===== src/design/lic_pkg.sv =====
package lic_pkg;

  // Configuration register indexes.
  localparam logic [1:0] REG_VIEW_SIZE      = 2'd0;
  localparam logic [1:0] REG_MAX_ENTRIES    = 2'd1;
  localparam logic [1:0] REG_SOURCE_ENABLED = 2'd2;

  // Field widths fixed by the interface.
  localparam int INDEX_W  = 32;
  localparam int HANDLE_W = 64;
  localparam int LIMIT_W  = 5;

  // Reset values of the configuration registers.
  localparam logic [INDEX_W-1:0] VIEW_SIZE_RST   = '0;
  localparam logic [LIMIT_W-1:0] MAX_ENTRIES_RST = 5'd16;

  // Commands from the controller to the datapath.
  typedef struct packed {
    logic latch_req;
    logic lookup;
    logic update;
    logic load_out;
  } lic_cmd_t;

  // Status from the datapath to the controller.
  typedef struct packed {
    logic out_free;
  } lic_stat_t;

  // Controller states, one-hot.
  typedef enum logic [3:0] {
    ST_IDLE = 4'b0001,
    ST_LOOK = 4'b0010,
    ST_UPD  = 4'b0100,
    ST_DONE = 4'b1000
  } lic_state_t;

endpackage


===== src/design/lic_ctrl.sv =====
module lic_ctrl
  import lic_pkg::*;
(
  input  logic      clk,
  input  logic      rst_n,
  input  logic      in_tvalid,
  output logic      in_tready,
  input  lic_stat_t stat,
  output lic_cmd_t  cmd
);

  lic_state_t state_r, state_nxt;

  // Next-state logic: accept, look up, update, then hand off the result.
  always_comb begin
    state_nxt = state_r;
    case (state_r)
      ST_IDLE: begin
        if (in_tvalid) state_nxt = ST_LOOK;
      end
      ST_LOOK: state_nxt = ST_UPD;
      ST_UPD:  state_nxt = ST_DONE;
      ST_DONE: begin
        if (stat.out_free) state_nxt = ST_IDLE;
      end
      default: state_nxt = ST_IDLE;
    endcase
  end

  always_ff @(posedge clk) begin
    if (!rst_n) begin
      state_r <= ST_IDLE;
    end else begin
      state_r <= state_nxt;
    end
  end

  // Commands to the datapath; nothing is taken while reset is held.
  assign in_tready     = rst_n && (state_r == ST_IDLE);
  assign cmd.latch_req = rst_n && (state_r == ST_IDLE) && in_tvalid;
  assign cmd.lookup    = (state_r == ST_LOOK);
  assign cmd.update    = (state_r == ST_UPD);
  assign cmd.load_out  = (state_r == ST_DONE) && stat.out_free;

endmodule


===== src/design/lic_dpath.sv =====
module lic_dpath
  import lic_pkg::*;
#(
  parameter int CAPACITY = 16
) (
  input  logic                   clk,
  input  logic                   rst_n,
  input  logic                   cfg_we,
  input  logic [1:0]             cfg_addr,
  input  logic [INDEX_W-1:0]     cfg_wdata,
  input  logic [INDEX_W+HANDLE_W-1:0] in_tdata,
  input  logic                   in_tuser,
  output logic [HANDLE_W-1:0]    out_tdata,
  output logic [1:0]             out_tuser,
  output logic                   out_tvalid,
  input  logic                   out_tready,
  input  lic_cmd_t               cmd,
  output lic_stat_t              stat
);

  localparam int AW = (CAPACITY > 1) ? $clog2(CAPACITY) : 1;
  localparam int CW = $clog2(CAPACITY + 1);
  localparam int LW = (CW > LIMIT_W) ? CW : LIMIT_W;

  // Configuration registers.
  logic [INDEX_W-1:0] view_size_r;
  logic [LIMIT_W-1:0] max_entries_r;
  logic               src_en_r;

  always_ff @(posedge clk) begin
    if (!rst_n) begin
      view_size_r   <= VIEW_SIZE_RST;
      max_entries_r <= MAX_ENTRIES_RST;
      src_en_r      <= 1'b0;
    end else if (cfg_we) begin
      case (cfg_addr)
        REG_VIEW_SIZE:      view_size_r   <= cfg_wdata;
        REG_MAX_ENTRIES:    max_entries_r <= cfg_wdata[LIMIT_W-1:0];
        REG_SOURCE_ENABLED: src_en_r      <= cfg_wdata[0];
        default: ;
      endcase
    end
  end

  // Request registers.
  logic [INDEX_W-1:0]  idx_r;
  logic [HANDLE_W-1:0] fill_r;
  logic                present_r;

  always_ff @(posedge clk) begin
    if (cmd.latch_req) begin
      idx_r     <= in_tdata[INDEX_W-1:0];
      fill_r    <= in_tdata[INDEX_W+HANDLE_W-1:INDEX_W];
      present_r <= in_tuser;
    end
  end

  // Entry state: valid bits, tags and ages sit in flops for the parallel compare.
  logic [CAPACITY-1:0] valid_r, valid_nxt;
  logic [INDEX_W-1:0]  tag_r [CAPACITY];
  logic [AW-1:0]       age_r [CAPACITY];
  logic [AW-1:0]       age_nxt [CAPACITY];
  logic [CW-1:0]       count_r, count_nxt;

  // Handle storage is a memory with a registered read port.
  logic [HANDLE_W-1:0] data_mem [CAPACITY];
  logic [HANDLE_W-1:0] mem_q_r;

  // Lookup: parallel tag compare, oldest-entry match and first free slot.
  logic [CAPACITY-1:0] hit_vec, old_vec;
  logic [AW-1:0]       hit_idx, hit_age, old_idx, free_idx;
  logic [AW-1:0]       oldest_age;
  logic [LW-1:0]       limit;
  logic                bounds_err, evict;

  assign oldest_age = AW'(count_r - CW'(1));

  always_comb begin
    hit_idx  = '0;
    hit_age  = '0;
    old_idx  = '0;
    free_idx = '0;
    for (int i = 0; i < CAPACITY; i++) begin
      hit_vec[i] = valid_r[i] && (tag_r[i] == idx_r);
      old_vec[i] = valid_r[i] && (age_r[i] == oldest_age);
      if (hit_vec[i]) begin
        hit_idx = hit_idx | AW'(i);
        hit_age = hit_age | age_r[i];
      end
      if (old_vec[i]) old_idx = old_idx | AW'(i);
    end
    for (int i = CAPACITY - 1; i >= 0; i--) begin
      if (!valid_r[i]) free_idx = AW'(i);
    end
  end

  // Entry limit clamped to one .. CAPACITY.
  always_comb begin
    limit = LW'(max_entries_r);
    if (limit == '0) limit = LW'(1);
    if (limit > LW'(CAPACITY)) limit = LW'(CAPACITY);
  end

  assign bounds_err = (idx_r >= view_size_r) || !src_en_r;
  assign evict      = (LW'(count_r) >= limit);

  // Lookup results.
  logic [CAPACITY-1:0] hit_vec_r;
  logic                hit_r, err_r, evict_r;
  logic [AW-1:0]       hit_idx_r, hit_age_r, old_idx_r, slot_idx_r;

  always_ff @(posedge clk) begin
    if (!rst_n) begin
      hit_vec_r <= '0;
    end else if (cmd.lookup) begin
      hit_vec_r <= bounds_err ? '0 : hit_vec;
    end
  end

  always_ff @(posedge clk) begin
    if (cmd.lookup) begin
      hit_r      <= !bounds_err && (|hit_vec);
      err_r      <= bounds_err || (!(|hit_vec) && !present_r);
      evict_r    <= evict;
      hit_idx_r  <= hit_idx;
      hit_age_r  <= hit_age;
      old_idx_r  <= old_idx;
      slot_idx_r <= evict ? old_idx : free_idx;
    end
  end

  // Update: age shuffle on a hit, eviction and insert on a filled miss.
  always_comb begin
    valid_nxt = valid_r;
    count_nxt = count_r;
    for (int i = 0; i < CAPACITY; i++) age_nxt[i] = age_r[i];
    if (cmd.update && !err_r) begin
      if (hit_r) begin
        for (int i = 0; i < CAPACITY; i++) begin
          if (valid_r[i] && (age_r[i] < hit_age_r)) age_nxt[i] = age_r[i] + AW'(1);
        end
        age_nxt[hit_idx_r] = '0;
      end else begin
        for (int i = 0; i < CAPACITY; i++) begin
          if (valid_r[i]) age_nxt[i] = age_r[i] + AW'(1);
        end
        if (evict_r) valid_nxt[old_idx_r] = 1'b0;
        else         count_nxt = count_r + CW'(1);
        valid_nxt[slot_idx_r] = 1'b1;
        age_nxt[slot_idx_r]   = '0;
      end
    end
  end

  always_ff @(posedge clk) begin
    if (!rst_n) begin
      valid_r <= '0;
      count_r <= '0;
      for (int i = 0; i < CAPACITY; i++) age_r[i] <= '0;
    end else begin
      valid_r <= valid_nxt;
      count_r <= count_nxt;
      for (int i = 0; i < CAPACITY; i++) age_r[i] <= age_nxt[i];
    end
  end

  // Tag write and handle memory access.
  always_ff @(posedge clk) begin
    if (cmd.update && !err_r && !hit_r) begin
      tag_r[slot_idx_r]    <= idx_r;
      data_mem[slot_idx_r] <= fill_r;
    end
    mem_q_r <= data_mem[hit_idx_r];
  end

  // Output register; it frees as soon as the sink takes the item.
  logic [HANDLE_W-1:0] out_data_r;
  logic [1:0]          out_user_r;
  logic                out_valid_r;

  assign stat.out_free = !out_valid_r || out_tready;

  always_ff @(posedge clk) begin
    if (!rst_n) begin
      out_valid_r <= 1'b0;
    end else if (cmd.load_out) begin
      out_valid_r <= 1'b1;
    end else if (out_tready) begin
      out_valid_r <= 1'b0;
    end
  end

  always_ff @(posedge clk) begin
    if (cmd.load_out) begin
      out_data_r <= err_r ? '0 : (hit_r ? mem_q_r : fill_r);
      out_user_r <= {err_r, hit_r && !err_r};
    end
  end

  assign out_tdata  = out_data_r;
  assign out_tuser  = out_user_r;
  assign out_tvalid = out_valid_r;

  // Valid tags are distinct, so at most one entry can match.
  a_hit_onehot: assert property (@(posedge clk) disable iff (!rst_n)
    $onehot0(hit_vec_r)) else $error("more than one entry hit");

  // The fill count tracks the valid bits exactly.
  a_count_match: assert property (@(posedge clk) disable iff (!rst_n)
    $countones(valid_r) == int'(count_r)) else $error("fill count out of step");

  // The cache never holds more than its capacity.
  a_count_cap: assert property (@(posedge clk) disable iff (!rst_n)
    int'(count_r) <= CAPACITY) else $error("fill count above capacity");

  // An error result carries a zero handle and no hit flag.
  a_err_zero: assert property (@(posedge clk) disable iff (!rst_n)
    cmd.load_out && err_r |=> (out_data_r == '0) && (out_user_r[0] == 1'b0))
    else $error("error result not cleared");

endmodule


===== src/design/lru_item_cache.sv =====
// Channel  | Ports                     | Contents (lowest bit first)
// in       | in_tvalid/in_tready       | tdata: row_index[31:0], fill_handle[95:32];
//          |                           | tuser: fill_present
// out      | out_tvalid/out_tready     | tdata: item_handle[63:0]; tuser: was_hit, status
// cfg      | cfg_we/cfg_addr/cfg_wdata | 0 view_size, 1 max_entries, 2 source_enabled
//
// Each item goes through accept, tag lookup, state update with the handle
// memory read, and the load into the output register, in that order.
// The registered read of the handle memory sets the update-to-result step.
// The next item is accepted while the previous result waits in the output register.
// A stalled output holds the controller in its last step until the register frees.
// Sync reset (rst_n low) resets valid bits, ages, count, output valid and config.
module lru_item_cache
  import lic_pkg::*;
#(
  parameter int CAPACITY = 16
) (
  input  logic                        clk,
  input  logic                        rst_n,
  input  logic                        cfg_we,
  input  logic [1:0]                  cfg_addr,
  input  logic [INDEX_W-1:0]          cfg_wdata,
  input  logic                        in_tvalid,
  output logic                        in_tready,
  input  logic [INDEX_W+HANDLE_W-1:0] in_tdata,   // row_index, fill_handle
  input  logic                        in_tuser,   // fill_present
  output logic                        out_tvalid,
  input  logic                        out_tready,
  output logic [HANDLE_W-1:0]         out_tdata,  // item_handle
  output logic [1:0]                  out_tuser   // was_hit, status
);

  lic_cmd_t  cmd;
  lic_stat_t stat;

  lic_ctrl u_ctrl (
    .clk       (clk),
    .rst_n     (rst_n),
    .in_tvalid (in_tvalid),
    .in_tready (in_tready),
    .stat      (stat),
    .cmd       (cmd)
  );

  lic_dpath #(
    .CAPACITY (CAPACITY)
  ) u_dpath (
    .clk        (clk),
    .rst_n      (rst_n),
    .cfg_we     (cfg_we),
    .cfg_addr   (cfg_addr),
    .cfg_wdata  (cfg_wdata),
    .in_tdata   (in_tdata),
    .in_tuser   (in_tuser),
    .out_tdata  (out_tdata),
    .out_tuser  (out_tuser),
    .out_tvalid (out_tvalid),
    .out_tready (out_tready),
    .cmd        (cmd),
    .stat       (stat)
  );

endmodule


===== config.mk =====
export PLATFORM = sky130hd
export DESIGN_NAME = lru_item_cache
export DESIGN_NICKNAME = d
export VERILOG_FILES = /design/src/design/lic_pkg.sv /design/src/design/lic_ctrl.sv /design/src/design/lic_dpath.sv /design/src/design/lru_item_cache.sv
export SDC_FILE = /design/constraint.sdc
export NUM_CORES = 2
export LEC_CHECK = 0
export BUFFER_PORTS_ARGS = -buffer_cell sky130_fd_sc_hd__buf_4
export CORE_ASPECT_RATIO = 0.7
export CORE_MARGIN = 10
export CORE_UTILIZATION = 60
export CTS_BUF_LIST = sky130_fd_sc_hd__clkbuf_16
export CTS_CLUSTER_SIZE = 14
export DETAILED_ROUTE_END_ITERATION = 12
export PLACE_DENSITY = 0.77
export SYNTH_ARGS = -nofsm -noshare
export SYNTH_HDL_FRONTEND = slang
export SYNTH_SLANG_ARGS = --single-unit

===== constraint.sdc =====
create_clock -name clk -period 9.8 [get_ports clk]
set_clock_uncertainty 0.05 [all_clocks]
set_input_delay 1.96 -clock clk [delete_from_list [all_inputs] [get_ports clk]]
set_output_delay 1.96 -clock clk [all_outputs]
set_load 0.01 [all_outputs]

### After elaboration in Yosys (flattened, before gate mapping)

Memory sizes are Yosys's and may differ from the RTL's. A register that Yosys moved wholly into a read port is not among the register bits.
Index checks and enable logic that the tools add are counted.

| storage, ports and cells | value |
|---|---|
| bits in writable memories | 1,600 |
| register bits after elaboration | 246 |
| input bits | 136 |
| memories kept | 3 |

| operators by class | value |
|---|---|
| bitwise operators | 42 |
| reductions and logical operators | 82 |
| multiplexer cells | 198 |
| add/subtract/negate cells | 18 |
| equal/unequal tests | 39 |
| $lt $le $gt $ge | 27 |

Memories:

| name | words | width | read ports | clocked after memory_dff | wr ports | RTL line | source |
|---|---|---|---|---|---|---|---|
| u_dpath.data_mem | 16 | 64 | 1 | 1 | 1 | lic_dpath.sv:66 | `logic [HANDLE_W-1:0] data_mem [CAPACITY];` |
| u_dpath.tag_r | 16 | 32 | 16 | 0 | 1 | lic_dpath.sv:60 | `logic [INDEX_W-1:0] tag_r [CAPACITY];` |
| u_dpath.age_r | 16 | 4 | 16 | 0 | 16 | lic_dpath.sv:61 | `logic [AW-1:0] age_r [CAPACITY];` |

Operator list:

| cell | count |
|---|---|
| 4-bit two-way mux | 163 |
| 32-bit == test | 16 |
| 64-bit two-way mux | 3 |
| 64-bit bitwise AND | 2 |
| 64-bit inverter | 2 |
| 4-bit by 1-bit adder with 4-bit output (second input constant) | 16 |
| 4-bit < comparator | 16 |
| 4-bit == test | 15 |
| 4-bit bitwise OR | 15 |
| 1-bit logical AND | 59 |
| 16-bit two-way mux | 3 |
| 4-bit demux with 4-bit select | 2 |
| 32-bit greater-or-equal comparator | 1 |
| 3-bit two-way mux | 8 |
| 16-bit bitwise AND | 1 |
| 16-bit inverter | 1 |
| 1-bit bitwise OR | 16 |
| 16-bit bitwise OR | 1 |
| 4-bit one-hot mux with 4 select lines | 1 |
| 16-bit OR reduction | 1 |
| 5-bit greater-or-equal comparator (second input constant) | 2 |
| 4-bit by 5-bit < comparator with 1-bit output (second input constant) | 2 |
| 5-bit by 1-bit < comparator with 1-bit output (second input constant) | 2 |
| 1-bit two-way mux | 10 |
| 28 further kinds | 48 |

### Depth between registers and ports, before layout

An unclocked memory read counts as a cell.

| logic depth | value |
|---|---|
| depth in word-level cells | 34 |
| mapped depth | 13 |
| mapped depth without buffers | 12 |

### Hierarchy

Synthesis repeated with hierarchy kept, for this count alone.

| second synthesis, totals | value |
|---|---|
| cells, all modules | 4,499 |
| area, all modules | 78,699.2 um^2 |

Modules (own cells, without submodules):

| module | times used | cells each | area each (um^2) |
|---|---|---|---|
| lic_dpath | 1 | 4,471 | 78,439.0 |
| lic_ctrl | 1 | 28 | 260.2 |

### Worst setup path after synthesis

Ideal clock, no wire load.

| timing | value |
|---|---|
| path type | in2reg |
| from | input port out_tready |
| to | register u_dpath.out_data_r[0] (netlist: u_dpath.out_tdata[0]) (enable) |
| path buffers | 0 |
| arrival | 5.052 ns |
| slack | 4.200 ns |
| cell stages on the path | 2 |
| cell sequence | nand2b_1 -> nor2b_1 |

RTL lines:

| what | RTL line | source |
|---|---|---|
| start, declared | lru_item_cache.sv:28 | `input logic out_tready,` |
| end signal, assigned | lic_dpath.sv:195 | `out_data_r <= err_r ? '0 : (hit_r ? mem_q_r : fill_r);` |
| end, declared | lic_dpath.sv:177 | `logic [HANDLE_W-1:0] out_data_r;` |

### Worst setup path in the final report

| timing | value |
|---|---|
| from | input port rst_n |
| to | output port in_tready |

| on the way | value |
|---|---|
| word-level cells in the longest chain between the ends | 1 |

RTL lines:

| what | RTL line | source |
|---|---|---|
| start, declared | lru_item_cache.sv:19 | `input logic rst_n,` |
| 1-bit logical AND | lic_ctrl.sv:39 | `assign in_tready = rst_n && (state_r == ST_IDLE);` |
| end, declared | lru_item_cache.sv:24 | `output logic in_tready,` |

No other way between the ends.

==> key figures <==
Clock tree
  • Insertion delay to the later sink of the worst-skew pair: 0.80 ns
  • Resize count post-CTS: 0
  • Reg clk slew, reported paths: 0.06 ns
  • CTS Buffer Depth: 3
  • CTS tree: built
  • TritonCTS sink count: 1910
  • Root buf cell: clkbuf_16
  • H-Tree Depth: 4
  • Buffer count from post-CTS setup fixing: 0
  • Cts bufs inserted: ~170
  • Post-CTS Hold Fix Bufs: 0

Floorplanning
  • Die height: approximately 320 um
  • I/O Pins: 204
  • Core area: 0.128 mm2
  • Initial core utilization: about three fifths
  • Row count: 110
  • Die area: 0.144 mm2
  • Die Wd: around 450 um

Setup path
  • R2r endpoint: u_dpath.tag_r[14][17]
  • CP endpoint kind: output port
  • CP required: 7.79 ns
  • Reg-to-reg setup timing slack: approximately 5.4 ns
  • Critical-path maximum fanout: 23
  • R2R depth: 9
  • CP Launch Type: input pin
  • Worst path cell trace: buf_4 -> and2_1 -> buf_4
  • Crit-path leading delay family: buffers and inverters
  • CP dominant cell by count: buf_4
  • Critical R2R Launch: u_dpath.err_r
  • Crit path max-delay cell type: buf_4
  • CP Buf/Inv Count: 2
  • Setup CP Type: in -> out
  • CP Launch Point: rst_n
  • CP max stage delay: 0.30 ns
  • Crit path DAT: 2.56 ns

STA
  • Relative slew slack: 16.6%
  • Setup ws final: 5.23 ns
  • Fin. max-slew vios: 0
  • Final setup violation count: 0
  • Worst Max-Slew Pin Slew: 1.24 ns
  • Final Hold Fails: 0
  • Final Cycle Share: 46.6%
  • RSZ-0062 raised after global routing: no
  • Fin crit period: 4.57 ns
  • Achievable Freq: ~0.22 GHz
  • Final TNS setup: 0 ns

Pwr
  • Pwr Density: 185 mW/mm2
  • Leakage power: 0.0294 uW
  • Total power: about 16000 uW
  • Worst VDD drop: 0.159 mV

Drt
  • Vias per inst: 6.35
  • Routed vias: 41400
  • Drt initial violations: 5341
  • WL final: 185000 um
  • DR WL/cell: around 28 um
  • Antenna Violating Nets Remaining: 0
  • Drt pass-1 iters: 10
  • Drt drc: 0

Synth
  • Top area cells in the synthesized netlist: edfxtp_1 (67%), mux4_2 (9.3%), xor2_1 (5.8%)
  • Number of enable flip-flop cells after synthesis: 1718
  • Post-synth top cells: edfxtp_1 (1718), xor2_1 (511), mux4_2 (320), dfxtp_1 (192), nor2_1 (144)
  • Net Count, Synth: 4656
  • Top-area cell type share of the netlist area: 66.7%
  • Post-Syn Area per Cell: 17.5 um2
  • Seq/Total Area, Yosys: 71.7%
  • Mapped cell area: 0.0773 mm2
  • Yosys cell types: 60
  • Primary FF master, synth: edfxtp_1
  • Post-synth ARST share: 0%
  • Cell with the most instances after synthesis: edfxtp_1
  • Synth warnings: 0
  • FF+latch count, synth: 1910
  • Cells after synthesis: 4417
  • Biggest area consumer among synthesized cells: edfxtp_1

Run status
  • Status: completed

Cells and area
  • NumNets Final: 4884
  • End-of-flow core utilization: roughly 67%
  • Share of cells above drive strength 1: 18.1%
  • Filler-free cell count of the finished design: 6526
  • Area growth, synth to finish: 11.4%
  • Filler instances: slightly above 8000

Global routing
  • Largest net degree at the start of global routing: about 130
  • GRT overflow: 0
  • Initial antenna violation count: 4
  • Vias in the first global route: around 42000
  • First-pass GRT wire length: 275000 um
  • Total GRT Usage: between 20% and 30%

Place
  • Placed cells: between 6000 and 7000
  • Place WS: 5.23 ns
  • DP HPWL: 98700 um
  • Routability Congestion: 0.914
  • Port Buffer Count: slightly above 200

Worst hold path
  • Worst Hold End: u_dpath.view_size_r[21]
  • Worst hold start: u_dpath.view_size_r[21]
  • Hold Crit Depth: 2
  • HP Class: reg -> reg

Run
  • Max-cap viol count: 0
==> power by group <==
group	switching (uW)	internal (uW)	leakage [uW]	total, uW
Clock	2940	3390	0.00282	6340
Sequential	90.5	8930	0.0170	9020
Combinational	348	205	0.00949	554
==> cells by family (layout without fill, tap and decap cells) <==
kind of cell / after synthesis / in the layout / synth area share, %
compound gates: 428 / 428 / 3.65
flops: 1910 / 1910 / 71.7
buf+inv: 334 / 705 / 1.73
xor+xnor: 579 / 579 / 6.58
simple gates: 663 / 663 / 4.29
fa+ha+maj: 103 / 103 / 1.67
mux: 400 / 400 / 10.4
other cells: 0 / 2 / 0
==> final cells by class <==
| type | instances | area, um2 | share of cell area (%) |
|---|---|---|---|
| flip-flops and latches | 1910 | 55400 | 64.4 |
| multi-input cells | 2173 | 20600 | 23.9 |
| clock buffers | 176 | 4400 | 5.12 |
| repair buffers | 285 | 2180 | 2.53 |
| well taps | 1736 | 2170 | 2.52 |
| clock inverters | 140 | 838 | 0.974 |
| inverters | 104 | 470 | 0.547 |
| diodes | 2 | 5.00 | 0.00581 |
==> registers in the layout, indices dropped and copies added (netlist names) <==
signal,count
u_dpath.out_tdata,64
u_dpath.src_en_r,1
u_dpath.mem_q_r,64
u_dpath.view_size_r,32
u_dpath.valid_r,16
u_dpath.age_r,64
u_dpath.hit_r,1
u_dpath.hit_age_r,4
u_dpath.slot_idx_r,4
u_dpath.hit_idx_r,4
u_dpath.count_r,5
u_dpath.idx_r,32
u_dpath.tag_r,512
u_ctrl.state_r,4
u_dpath.present_r,1
u_dpath.out_tvalid,1
u_dpath.max_entries_r,5
u_dpath.data_mem,1024
u_dpath.evict_r,1
u_dpath.fill_r,64
u_dpath.old_idx_r,4
u_dpath.err_r,1
u_dpath.out_tuser,2
==> through the flow <==
stage | cell area [um2] | hold WS [ns]
4_1_cts | 86100 | 0.407
3_5_place_dp | 80800 | 0.399
2_1_floorplan | 77300 | 0.386
3_3_place_gp | 80800 | 0.396
6_report | 86100 | 0.404
5_1_grt | 86100 | 0.425
==> layout by cell type, fill, tap and decap left out, drive strengths merged, types with 112 or more instances in the layout <==
| cell type | synthesis | routed |
|---|---|---|
| buf | 93 | 285 |
| a21oi | 112 | 112 |
| edfxtp | 1718 | 1718 |
| mux4 | 320 | 320 |
| inv | 104 | 181 |
| dfxtp | 192 | 192 |
| nor2 | 144 | 144 |
| nand2 | 131 | 131 |
| clkbuf | 137 | 176 |
| nor4 | 117 | 117 |
| xor2 | 512 | 512 |
==> worst max path at each step <==
stage | end | slack, ns | depth (start not counted)
floorplan | u_dpath.out_tdata[0] | 4.20 | 2
global placement | in_tready | 5.22 | 3
detailed placement | in_tready | 5.23 | 3
CTS | in_tready | 5.23 | 3
global route | u_dpath.tag_r[14][21] | 5.11 | 9
finish | in_tready | 5.23 | 3
==> tightest hold or removal path: cells and delay by family, from the launching register on <==
family	cells	cell delay, ns
AOI/OAI and AO/OA	1	0.05
DFF	1	0.31
and+or+nand+nor	1	0.05
==> per-layer routing <==
layer | track usage [%] | part of all wire, % | up-vias
li1 | - | - | 17700
met1 | 36.8 | 41 | 21300
met2 | 39.4 | 47 | 2209
met3 | 5.57 | 10 | 304
met4 | 6.74 | 2.2 | 2
met5 | 0 | 0.0070 | -
(Power assumes the default switching activity.)
